### src/sv/markup_comment_doctype_stripper_macros.svh
// Assertion helpers for the markup stripper.
// Each macro expects clk and rst_n in scope.
`ifndef MARKUP_COMMENT_DOCTYPE_STRIPPER_MACROS_SVH
`define MARKUP_COMMENT_DOCTYPE_STRIPPER_MACROS_SVH

// Same-cycle implication.
`define MCDS_ASSERT_NOW(name, ante, cons, msg) \
  name: assert property (@(posedge clk) disable iff (!rst_n) (ante) |-> (cons)) \
    else $error(msg);

// Next-cycle implication.
`define MCDS_ASSERT_NEXT(name, ante, cons, msg) \
  name: assert property (@(posedge clk) disable iff (!rst_n) (ante) |=> (cons)) \
    else $error(msg);

`endif

### src/sv/mcds_pkg.sv
// ----------------------------------------------------------------------------
// mcds_pkg
// Types, character codes and opener patterns for the markup stripper.
// ----------------------------------------------------------------------------
package mcds_pkg;

  typedef struct packed {
    logic [7:0] text_byte;
    logic       doc_last;
  } in_item_t;

  typedef struct packed {
    logic [7:0] kept_byte;
    logic       byte_valid;
    logic       run_last;
    logic       doc_end;
  } out_item_t;

  typedef enum logic [4:0] {
    MODE_NORMAL        = 5'b00001,
    MODE_COMMENT       = 5'b00010,
    MODE_DOCTYPE       = 5'b00100,
    MODE_SUBSET        = 5'b01000,
    MODE_AFTER_SUBSET  = 5'b10000
  } scan_mode_t;

  localparam logic [7:0] CH_LT     = 8'h3C;  // '<'
  localparam logic [7:0] CH_GT     = 8'h3E;  // '>'
  localparam logic [7:0] CH_BANG   = 8'h21;  // '!'
  localparam logic [7:0] CH_DASH   = 8'h2D;  // '-'
  localparam logic [7:0] CH_UPPERD = 8'h44;  // 'D'
  localparam logic [7:0] CH_LBRACK = 8'h5B;  // '['
  localparam logic [7:0] CH_RBRACK = 8'h5D;  // ']'

  localparam logic [3:0] COMMENT_LEN = 4'd4;
  localparam logic [3:0] DOCTYPE_LEN = 4'd9;

  localparam logic [7:0] COMMENT_PAT [4] = '{8'h3C, 8'h21, 8'h2D, 8'h2D};
  localparam logic [7:0] DOCTYPE_PAT [9] = '{8'h3C, 8'h21, 8'h44, 8'h4F, 8'h43,
                                             8'h54, 8'h59, 8'h50, 8'h45};

  // Byte k of the opener pattern that a held prefix follows.
  function automatic logic [7:0] held_char(input logic is_doctype, input logic [3:0] k);
    logic [7:0] ch;
    ch = 8'h00;
    if (is_doctype) begin
      if (k < DOCTYPE_LEN) begin
        ch = DOCTYPE_PAT[k];
      end
    end else begin
      ch = COMMENT_PAT[k[1:0]];
    end
    return ch;
  endfunction

endpackage

### src/sv/markup_comment_doctype_stripper.sv
// ----------------------------------------------------------------------------
// markup_comment_doctype_stripper
// Removes comment and DOCTYPE spans from a byte stream, one document at a time.
// ----------------------------------------------------------------------------
//
//   channel | direction | payload     | handshake
//   in_     | input     | in_item_t   | in_valid / in_ready
//   out_    | output    | out_item_t  | out_valid / out_ready
//
// Each input byte sits in an input register while its results are produced;
// the opener matcher and result selection sit between that register and the
// output register. Each item gives one result per cycle while the output is
// free, at most nine for an item that releases a held prefix; an item with
// no result leaves the input register without using the output.
// rst_n clears all scan state and both valid flags; out_ready low holds the
// output register and stalls the input behind an item with results to give.

module markup_comment_doctype_stripper (
  input  logic                 clk,
  input  logic                 rst_n,
  input  logic                 in_valid,
  output logic                 in_ready,
  input  mcds_pkg::in_item_t   in_data,
  output logic                 out_valid,
  input  logic                 out_ready,
  output mcds_pkg::out_item_t  out_data
);
  import mcds_pkg::*;

  `include "markup_comment_doctype_stripper_macros.svh"

  logic       item_valid_r;
  in_item_t   item_r;
  logic [3:0] idx_r;

  scan_mode_t mode_r, mode_nxt;
  logic [3:0] pm_r, pm_nxt;
  logic       dt_r, dt_nxt;
  logic [1:0] dash_r, dash_nxt;

  logic       out_valid_r;
  out_item_t  out_r, out_nxt;

  logic [7:0] b;
  logic       last;
  logic       fresh;
  logic       tail_emit;
  logic       bare;
  logic [3:0] flush_cnt;
  logic       flush_dt;
  logic [3:0] opener_len;
  logic [3:0] n_items;
  logic       out_free;
  logic       emit;
  logic       final_res;
  logic       consume;

  assign b    = item_r.text_byte;
  assign last = item_r.doc_last;
  assign opener_len = dt_r ? DOCTYPE_LEN : COMMENT_LEN;

  // Next scan state and the shape of this item's result list.
  always_comb begin
    mode_nxt  = mode_r;
    pm_nxt    = pm_r;
    dt_nxt    = dt_r;
    dash_nxt  = dash_r;
    flush_cnt = 4'd0;
    flush_dt  = dt_r;
    fresh     = 1'b0;
    unique case (mode_r)
      MODE_COMMENT: begin
        if (b == CH_DASH) begin
          if (dash_r != 2'd2) begin
            dash_nxt = dash_r + 2'd1;
          end
        end else begin
          if (b == CH_GT && dash_r == 2'd2) begin
            mode_nxt = MODE_NORMAL;
          end
          dash_nxt = 2'd0;
        end
      end
      MODE_DOCTYPE: begin
        if (b == CH_GT) begin
          mode_nxt = MODE_NORMAL;
        end else if (b == CH_LBRACK) begin
          mode_nxt = MODE_SUBSET;
        end
      end
      MODE_SUBSET: begin
        if (b == CH_RBRACK) begin
          mode_nxt = MODE_AFTER_SUBSET;
        end
      end
      MODE_AFTER_SUBSET: begin
        if (b == CH_GT) begin
          mode_nxt = MODE_NORMAL;
        end
      end
      default: begin
        mode_nxt = MODE_NORMAL;
        priority if (pm_r == 4'd0) begin
          fresh = 1'b1;
        end else if (pm_r == 4'd1) begin
          if (b == CH_BANG) begin
            pm_nxt = 4'd2;
          end else begin
            fresh = 1'b1;
          end
        end else if (pm_r == 4'd2) begin
          priority if (b == CH_DASH) begin
            pm_nxt = 4'd3;
            dt_nxt = 1'b0;
          end else if (b == CH_UPPERD) begin
            pm_nxt = 4'd3;
            dt_nxt = 1'b1;
          end else begin
            fresh = 1'b1;
          end
        end else begin
          if (pm_r < opener_len && b == held_char(dt_r, pm_r)) begin
            if (pm_r + 4'd1 == opener_len) begin
              mode_nxt = dt_r ? MODE_DOCTYPE : MODE_COMMENT;
              dash_nxt = 2'd0;
              pm_nxt   = 4'd0;
              dt_nxt   = 1'b0;
            end else begin
              pm_nxt = pm_r + 4'd1;
            end
          end else begin
            fresh = 1'b1;
          end
        end
        // A mismatch releases the held prefix ahead of the current byte.
        if (fresh) begin
          flush_cnt = pm_r;
          flush_dt  = dt_r;
          pm_nxt    = (b == CH_LT) ? 4'd1 : 4'd0;
          dt_nxt    = 1'b0;
        end
      end
    endcase
    // A prefix that merely grew is released whole at document end.
    if (last && !fresh && mode_nxt == MODE_NORMAL) begin
      flush_cnt = pm_nxt;
      flush_dt  = dt_nxt;
    end
  end

  // A fresh '<' is held, unless the document ends on it.
  assign tail_emit = fresh && (b != CH_LT || last);
  assign bare      = last && flush_cnt == 4'd0 && !tail_emit;
  assign n_items   = flush_cnt + {3'd0, tail_emit} + {3'd0, bare};

  assign out_free  = !out_valid_r || out_ready;
  assign emit      = item_valid_r && n_items != 4'd0 && out_free;
  assign final_res = idx_r == n_items - 4'd1;
  assign consume   = item_valid_r && (n_items == 4'd0 || (emit && final_res));
  assign in_ready  = !item_valid_r || consume;

  always_comb begin
    out_nxt = '0;
    priority if (idx_r < flush_cnt) begin
      out_nxt.kept_byte  = held_char(flush_dt, idx_r);
      out_nxt.byte_valid = 1'b1;
    end else if (tail_emit) begin
      out_nxt.kept_byte  = b;
      out_nxt.byte_valid = 1'b1;
    end else begin
      // Bare end marker.
      out_nxt.byte_valid = 1'b0;
    end
    out_nxt.run_last = final_res;
    out_nxt.doc_end  = final_res && last;
  end

  always_ff @(posedge clk) begin
    if (!rst_n) begin
      item_valid_r <= 1'b0;
      idx_r        <= 4'd0;
      mode_r       <= MODE_NORMAL;
      pm_r         <= 4'd0;
      dt_r         <= 1'b0;
      dash_r       <= 2'd0;
      out_valid_r  <= 1'b0;
    end else begin
      if (in_valid && in_ready) begin
        item_valid_r <= 1'b1;
      end else if (consume) begin
        item_valid_r <= 1'b0;
      end
      if (consume) begin
        idx_r <= 4'd0;
        if (last) begin
          mode_r <= MODE_NORMAL;
          pm_r   <= 4'd0;
          dt_r   <= 1'b0;
          dash_r <= 2'd0;
        end else begin
          mode_r <= mode_nxt;
          pm_r   <= pm_nxt;
          dt_r   <= dt_nxt;
          dash_r <= dash_nxt;
        end
      end else if (emit) begin
        idx_r <= idx_r + 4'd1;
      end
      if (emit) begin
        out_valid_r <= 1'b1;
      end else if (out_ready) begin
        out_valid_r <= 1'b0;
      end
    end
  end

  always_ff @(posedge clk) begin
    if (in_valid && in_ready) begin
      item_r <= in_data;
    end
    if (emit) begin
      out_r <= out_nxt;
    end
  end

  assign out_valid = out_valid_r;
  assign out_data  = out_r;

  `MCDS_ASSERT_NOW(a_idx_in_range, item_valid_r && n_items != 4'd0, idx_r < n_items,
                   "result index ran past the item's result count")
  `MCDS_ASSERT_NOW(a_prefix_only_normal, pm_r != 4'd0, mode_r == MODE_NORMAL,
                   "opener prefix held outside normal content")
  `MCDS_ASSERT_NOW(a_dash_saturates, 1'b1, dash_r != 2'd3,
                   "dash run exceeded its saturation value")
  `MCDS_ASSERT_NEXT(a_doc_end_resets, consume && last,
                    mode_r == MODE_NORMAL && pm_r == 4'd0 && dash_r == 2'd0,
                    "scan state not cleared after document end")
  `MCDS_ASSERT_NOW(a_bare_marker_ends_doc, out_valid_r && !out_r.byte_valid,
                   out_r.run_last && out_r.doc_end,
                   "bare end marker without run and document end flags")

endmodule

### config.mk
export PLATFORM = sky130hd
export DESIGN_NAME = markup_comment_doctype_stripper
export DESIGN_NICKNAME = d
export VERILOG_FILES = /design/src/sv/mcds_pkg.sv /design/src/sv/markup_comment_doctype_stripper.sv
export VERILOG_INCLUDE_DIRS = /design/src /design/src/sv
export SDC_FILE = /design/constraint.sdc
export NUM_CORES = 1
export LEC_CHECK = 0
export ABC_AREA = 1
export BUFFER_PORTS_ARGS = -buffer_cell sky130_fd_sc_hd__buf_2
export CAP_MARGIN = 5
export CORE_ASPECT_RATIO = 1.5
export CORE_MARGIN = 10
export CORE_UTILIZATION = 40
export DETAILED_ROUTE_END_ITERATION = 12
export PLACE_DENSITY = 0.59
export SETUP_SLACK_MARGIN = 0.05
export SYNTH_ARGS = -nofsm -noshare
export SYNTH_HDL_FRONTEND = slang
export SYNTH_SLANG_ARGS = --single-unit
export TNS_END_PERCENT = 50
### constraint.sdc
create_clock -name clk -period 4.7 [get_ports clk]
set_input_delay 0.235 -clock clk [delete_from_list [all_inputs] [get_ports clk]]
set_output_delay 0.235 -clock clk [all_outputs]
set_load 0.1 [all_outputs]
==> impl_metrics.ini, run 1 <==
[status]
outcome = finished clean

[yosys]
yosys-top-cells-count = nand2_1, inv_1, nand3_1
netlist.area_leader.share_pct = 18.61
syn_nets = 530
yosysMostFrequentCell = nand2_1
avgSynthCellArea_um2 = 6.506
seq_area_frac_synth_pct = 29.78
ys_seq_elements = 38
synth.area.top_cells = edfxtp_1, nand2_1, dfxtp_1
yosys.area.top_type = edfxtp_1
synth_cells = 496
synth_ff_type = edfxtp_1
ys_types = 36
yosys_warnings = 0
synth-edff-count = 20
netlist_area_um2 = 3227
ys_async_sr_fraction_pct = 0

[placement]
io_buffers = 25
place_area_um2 = 3776
place_congestion = 0.9667
dp.cells = 643
dp.final_hpwl_um = 7781

[cts]
cts_tree = done
max-clock-path-buffers = 2
clock_latency_ps = 290
cts-htree-levels = 2
clkTransAtPathRegs_ps = 50
cts_root_buffer = clkbuf_16
cts_sinks = 38
cts_buffers = 5

[setup_path]
crit_top_cell = inv_2
critPathMaxStageDelay_ps = 430
cp-end-kind = output port
crit_fanout = 12
crit_path_top_delay_cell = dfxtp_4
arrival_ps = 4460
start_kind = register
worstSetupPathType = reg -> out
crit_required_ps = 4470

[layout]
final_util_pct = 56.12
syn2layout_area_growth_pct = 38.39
drive_gt1_share_pct = 30.49
final_cells = 692
diodes = 0
final_cell_area_um2 = 4466
fin_nets = 620
fillerInstances = 754

[die]
rows = 40
die_area_um2 = 12130
die_h_um = 130.0
io_pins = 26
die_w_um = 93.34
core_um2 = 7958
start_util_pct = 40.55

[power]
netSwitchingPower_w = 0.0002546
ir_drop_mv = 0.1526
total_power_w = 0.0009142
pwr-share-clk_pct = 41.2
internal_power_w = 0.0006596
power_frac_comb_pct = 17.4
powerDensity_nw_per_um2 = 204.7
cellLeakagePower_nw = 2.123
swShare_pct = 27.85
pwr-share-seq_pct = 41.4

[timing]
finClkSkew_ps = 7.751
post-route-min-period_ps = 4694
finalHoldViolations = 0
fmax_ghz = 0.2131
rsz0062_at_grt = true
relSlewSlack_pct = 58.22
finalCritPeriodShare_pct = 99.87
tightest_slew_ps = 621.9
final-setup-viol-count = 0
maxSlewViolCount = 0
finalSetupTns_ps = 0

[drt]
vias = 3674
wl_per_cell_um = 14.93
antenna_left = 0
first_pass_iters = 5
drc = 0
via_per_inst = 5.309
totalWireLength_um = 10340
drt_iter0_drc = 217

[global_routing]
antenna_found_initial = 0
grt_pass1_wl_um = 16840
grt_max_degree = 24
grt_overflow = 0
grtUsageTotal_pct = 17.30
grt_pass1_vias = 3539

[job]
maxCapViolations = 0

[worst_hold_path]
worstHoldPathType = in -> reg
cell type report:
type | count | area, µm² | share of cell area [%]
clock inverter | 1 | 30.03 | 0.6725
tap | 105 | 131.4 | 2.942
multi-input combinational | 366 | 2208 | 49.45
timing repair buffer | 90 | 639.4 | 14.32
sequential | 38 | 979.7 | 21.94
inverter | 85 | 344.1 | 7.705
clock buffer | 7 | 132.6 | 2.970
path summary, 6_finish.rpt:
kind,slack (ps),cells after the start,from,endpoint
max reg2reg,20,33,dt_r,b[5]
max,6,31,dt_r,in_ready
min,130,1,in_data[5],b[4]
min reg2reg,490,2,mode_r[4],mode_r[4]
kinds of logic after synthesis:
group / Yosys count / share of synthesized area (%)
AO/OA/AOI/OAI: 56 / 10.82
XOR/XNOR: 4 / 1.086
adder cells (fa/ha/maj): 21 / 8.143
buffers and inverters: 92 / 11.09
flip-flops: 38 / 29.78
AND/OR/NAND/NOR: 285 / 39.08
flip-flops by register name, indices dropped and copies added (netlist names):
name,cells
item_valid_r,1
b,8
out_data,11
pm_r,4
out_valid,1
dash_r,2
dt_r,1
last,1
idx_r,4
mode_r,5
critical path: cells and delay by family (launching register included):
kind / cells / cell delay [ps]
compound gates: 5 / 560
xor+xnor: 1 / 130
fa+ha+maj: 4 / 970
buf+inv: 7 / 780
flops: 1 / 430
simple gates: 14 / 1270
routing by layer:
layer  GRT usage, %  wire length (µm)  vias up  part of all wire, %
met3          2.645               400       44                  3.9
met1          17.42              3715     1722                   36
met5              0                 0        -                    0
met2          32.46              5639      105                   55
met4          10.20               579        0                  5.6
li1               -                 -     1803                    -
cell usage in the layout (no fill, tap or decap), drive strengths merged, types with 2 or more instances in the layout:
cell / count
o221ai: 3
buf: 90
nor4: 4
nor3: 10
o211ai: 6
a31oi: 2
edfxtp: 20
ha: 21
nand2: 147
a21oi: 21
clkbuf: 7
o21a: 2
a22oi: 2
xor2: 4
nand3: 58
inv: 85
nor2: 52
dfxtp: 18
nand4: 14
o21ai: 16
per-stage QoR:
stage	worst slack, ps	hold slack [ps]
after floorplan	-564.4	333.9
final	6.309	127.6
after global routing	-331.2	124.6
after CTS	57.03	123.6
after detailed placement	-127.3	413.9
after global placement	-103.4	413.3
power by group through the flow:
stage,Combinational (W),Clock [W],Sequential (W)
global placement,0.000151,0,0.000386
finish,0.000159,0.000377,0.000378
global route,0.000173,0.000400,0.000380
detailed placement,0.000152,0,0.000386
floorplan,0.0000634,0,0.000431
CTS,0.000156,0.000386,0.000378
repair_timing:
item                                    CTS  global route
endpoints found under the setup margin   26            33
setup buffers                            27            17
hold buffers                              0             0
pin swaps                                 9            17
resized for setup                        22            36
Power figures use the tool's default switching activity.
==> run 2: changes to the inputs <==
- CORE_UTILIZATION: 40 -> 50
- PLACE_DENSITY: 0.59 -> 0.71
==> run 2 against run 1 <==
The run now ends with setup timing left. Setup slack worse by 170 ps. Flip-flop and latch count did not move. Total power down 3.6%. Critical path depth up 3. Register-to-register slack got worse by 150 ps. Sequential power about the same. Critical endpoint unchanged.
==> impl_metrics.ini, run 2 (same netlist as run 1, synthesis figures left out) <==
[timing]
final-setup-viol-count = 10
relSlewSlack_pct = 47.23
maxSlewViolCount = 0
finalHoldViolations = 0
tightest_slew_ps = 785.4
fmax_ghz = 0.2054
finClkSkew_ps = 3.429
post-route-min-period_ps = 4867
finalSetupTns_ps = -1320
rsz0062_at_grt = true
setup_ws_ps = -167.5
hold_ws_ps = 109.3
finalCritPeriodShare_pct = 103.6

[cts]
cts_sinks = 38
cts_root_buffer = clkbuf_8
cts_buffers = 5
cts_tree = done
cts-htree-levels = 2
clock_latency_ps = 300
max-clock-path-buffers = 2
clkTransAtPathRegs_ps = 80

[die]
io_pins = 26
die_area_um2 = 10130
core_um2 = 6218
die_h_um = 118.4
start_util_pct = 51.89
rows = 35
die_w_um = 85.60

[worst_hold_path]
min_from = in_data[5]
worstHoldPathCells = 1
hold_path_end = b[4]
worstHoldPathType = in -> reg

[layout]
final_cell_area_um2 = 4478
largest_reg_flops = 11
drive_gt1_share_pct = 33.90
final_common_cell = nand2_1
syn2layout_area_growth_pct = 38.77
final_util_pct = 72.01
diodes = 0
fin_nets = 623
final_cell_mix = nand2_1, inv_1, buf_4, nand3_1, nor2_1
fillerInstances = 473

[power]
cellLeakagePower_nw = 2.117
ir_drop_mv = 0.1929
powerDensity_nw_per_um2 = 196.8

[setup_path]
start_kind = register
arrival_ps = 4630
cpLargestDelayFamily = simple AND/OR/NAND/NOR gates
r2r_cells = 36
critPathMaxStageDelay_ps = 410
crit_path_top_delay_cell = dfxtp_4
r2r_end = last
critPathBufInv = 8
worstSetupPathType = reg -> out
reg2reg_slack_ps = -130
reg2reg_from = pm_r[1]
cp-end-kind = output port
crit_top_cell = nand2_2
crit_fanout = 5
crit_required_ps = 4470

[drt]
totalWireLength_um = 10230
antenna_left = 0
first_pass_iters = 6
vias = 3707
drc = 0
drt_iter0_drc = 278
wl_per_cell_um = 15.40
via_per_inst = 5.583

[global_routing]
antenna_found_initial = 0
grt_overflow = 0
grtUsageTotal_pct = 18.66
grt_pass1_vias = 3458
grt_pass1_wl_um = 15700
grt_max_degree = 24

[placement]
place_ws_ps = -57.09
place_area_um2 = 3662
io_buffers = 25
place_congestion = 0.9706
dp.final_hpwl_um = 7081

[status]
violations = setup timing
outcome = finished, violations left

[job]
maxCapViolations = 0
run 2: cell types whose count changed in the layout (fill, tap and decap cells not counted), sizes merged:
cell    previous run  this run
buf               90        93
clkbuf             7         5
clkinv             0         2
bufinv             1         2
inv               85        84
run 2: through the flow:
stage          instances  total power, W
3_3_place_gp         602       0.0005303
6_report             664       0.0008813
4_1_cts              650       0.0008721
3_5_place_dp         602       0.0005318
5_1_grt              664       0.0009137
2_1_floorplan        496       0.0004945
run 2: worst max path at each step:
stage / from / to / slack [ps] / cells past startpoint
finish: pm_r[1] / in_ready / -170 / 34
global route: pm_r[1] / in_ready / -430 / 35
CTS: pm_r[1] / in_ready / 40 / 35
detailed placement: pm_r[2] / b[4] / -60 / 31
global placement: pm_r[2] / b[4] / 20 / 31
floorplan: pm_r[0] / item_valid_r / -560 / 34
run 2: per-layer routing:
metal	GRT usage, %	up-vias	routed length, µm
met5	0	-	0
met4	12.29	0	572
met3	2.955	50	537
met2	33.01	155	5363
met1	19.48	1689	3752
li1	-	1813	-
run 2: cell type report:
class	count	area, µm²	area share, %
sequential	38	977.2	21.82
inverter	85	349.1	7.795
clock buffer	5	68.82	1.537
timing repair buffer	93	679.4	15.17
tap	74	92.59	2.068
clock inverter	3	68.82	1.537
multi-input combinational	366	2242	50.07
run 2: what timing repair did:
item                                    CTS  global route
hold buffers                              0             0
pin swaps                                19            22
setup buffers                            40            17
resized for setup                        32            40
endpoints found under the setup margin   24            34
run 2: where the power goes:
part	switching, W	internal, W
combinational	0.000119	0.0000453
sequential	0.0000125	0.000365
clock	0.000127	0.000213
==> run 3: changes to the inputs <==
- PLACE_DENSITY: 0.71 -> 0.68
- REMOVE_ABC_BUFFERS: not set -> 1
- clock period: 4.7 -> 5.4 ns (I/O delays scaled with it)
==> run 3 against run 2 <==
The flow now finishes without violations. Via count is 9.8% lower. Hold slack better by 40 ps. Flip-flop and latch count stayed put. Critical path depth is 1 lower. Non-clock buffer count is 47 lower. Cell area is 14% lower. Combinational power is 23% lower. Largest cell class unchanged.
==> impl_metrics.ini, run 3 (same netlist as run 1, synthesis figures left out) <==
[global_routing]
grt_pass1_vias = 3274
grt_overflow = 0
grt_pass1_wl_um = 14440
grt_max_degree = 24
grtUsageTotal_pct = 16.98
antenna_found_initial = 0

[die]
die_area_um2 = 10130
die_w_um = 85.60
rows = 35
core_um2 = 6218
die_h_um = 118.4
start_util_pct = 51.89
io_pins = 26

[setup_path]
critPathBufInv = 8
reg2reg_from = pm_r[0]
crit_path_top_delay_cell = dfxtp_2
r2r_cells = 36
worstSetupPathType = reg -> out
r2r_end = b[1]
reg2reg_slack_ps = 420
crit_required_ps = 5130
crit_top_cell = nand2_1
cpLargestDelayFamily = simple AND/OR/NAND/NOR gates
cp-end-kind = output port
start_kind = register
critPathLaunch = pm_r[0]
crit_fanout = 5
critPathMaxStageDelay_ps = 350
arrival_ps = 4830

[layout]
final_common_cell = nand2_1
fin_nets = 576
diodes = 0
drive_gt1_share_pct = 20.26
final_cell_mix = nand2_1, inv_1, nand3_1, nor2_1, buf_2
largest_reg_flops = 11
syn2layout_area_growth_pct = 19.04

[drt]
totalWireLength_um = 9004
wl_per_cell_um = 14.59
drt_iter0_drc = 196
first_pass_iters = 5
vias = 3343
via_per_inst = 5.418
antenna_left = 0
drc = 0

[power]
ir_drop_mv = 0.1734
cellLeakagePower_nw = 1.831
powerDensity_nw_per_um2 = 195.2
total_power_w = 0.0007498

[placement]
place_congestion = 0.9776
dp.final_hpwl_um = 7083
place_ws_ps = 238.9
io_buffers = 25

[worst_hold_path]
min_from = in_data[3]
worstHoldPathType = in -> reg
worstHoldPathCells = 1
hold_path_end = b[2]

[cts]
cts_sinks = 38
cts_tree = done
cts_root_buffer = clkbuf_8
clock_latency_ps = 300
clkTransAtPathRegs_ps = 70
ctsHoldBuffers = 0
cts-htree-levels = 2
cts_buffers = 5
max-clock-path-buffers = 2

[timing]
rsz0062_at_grt = false
post-route-min-period_ps = 5102
final-setup-viol-count = 0
finalHoldViolations = 0
tightest_slew_ps = 559.2
relSlewSlack_pct = 62.43
fmax_ghz = 0.1960
finalCritPeriodShare_pct = 94.48
maxSlewViolCount = 0
finClkSkew_ps = 4.426
setup_ws_ps = 298.0

[job]
maxCapViolations = 0

[status]
outcome = finished clean
## run 3: worst max path at each step
stage | to | cells after the start
floorplan | item_valid_r | 30
global placement | in_ready | 33
detailed placement | in_ready | 33
CTS | in_ready | 33
global route | in_ready | 33
finish | in_ready | 33
## run 3: where the power goes
part	internal, W	switching [W]	total, W
Sequential	0.000319	0.0000121	0.000332
Combinational	0.0000316	0.0000956	0.000127
Clock	0.000185	0.000106	0.000291
Total	0.000536	0.000214	0.000750
## run 3: cell type report
| class | count | area (µm²) |
|---|---|---|
| Clock buffer | 5 | 68.82 |
| Clock inverter | 3 | 68.82 |
| Fill cell | 605 | 2377 |
| Inverter | 85 | 325.3 |
| Multi-Input combinational cell | 366 | 2032 |
| Sequential cell | 38 | 964.7 |
| Tap cell | 74 | 92.59 |
| Timing Repair Buffer | 46 | 289.0 |
## run 3: per-stage QoR
stage	area [µm²]	setup TNS, ps	util, %	hold slack [ps]	instances
floorplan	3188	-271.9	-	354.1	489
global placement	3466	0	55.73	451.5	596
detailed placement	3466	0	55.73	449.1	596
CTS	3610	0	58.05	140.3	604
global route	3841	0	61.77	142.6	617
finish	3841	0	61.77	149.3	617
## run 3: repair_timing
action	CTS	global route
buffers inserted	0	13
endpoints found under the setup margin	1	25
pin swaps	0	15
gates cloned	0	0
gates resized for setup	2	36
## run 3: routing by layer
layer | track usage [%] | part of all wire, % | vias up
li1 | - | - | 1717
met1 | 17.30 | 40 | 1519
met2 | 30.34 | 52 | 74
met3 | 3.436 | 3.6 | 33
met4 | 10.54 | 4.3 | 0
met5 | 0 | 0 | -
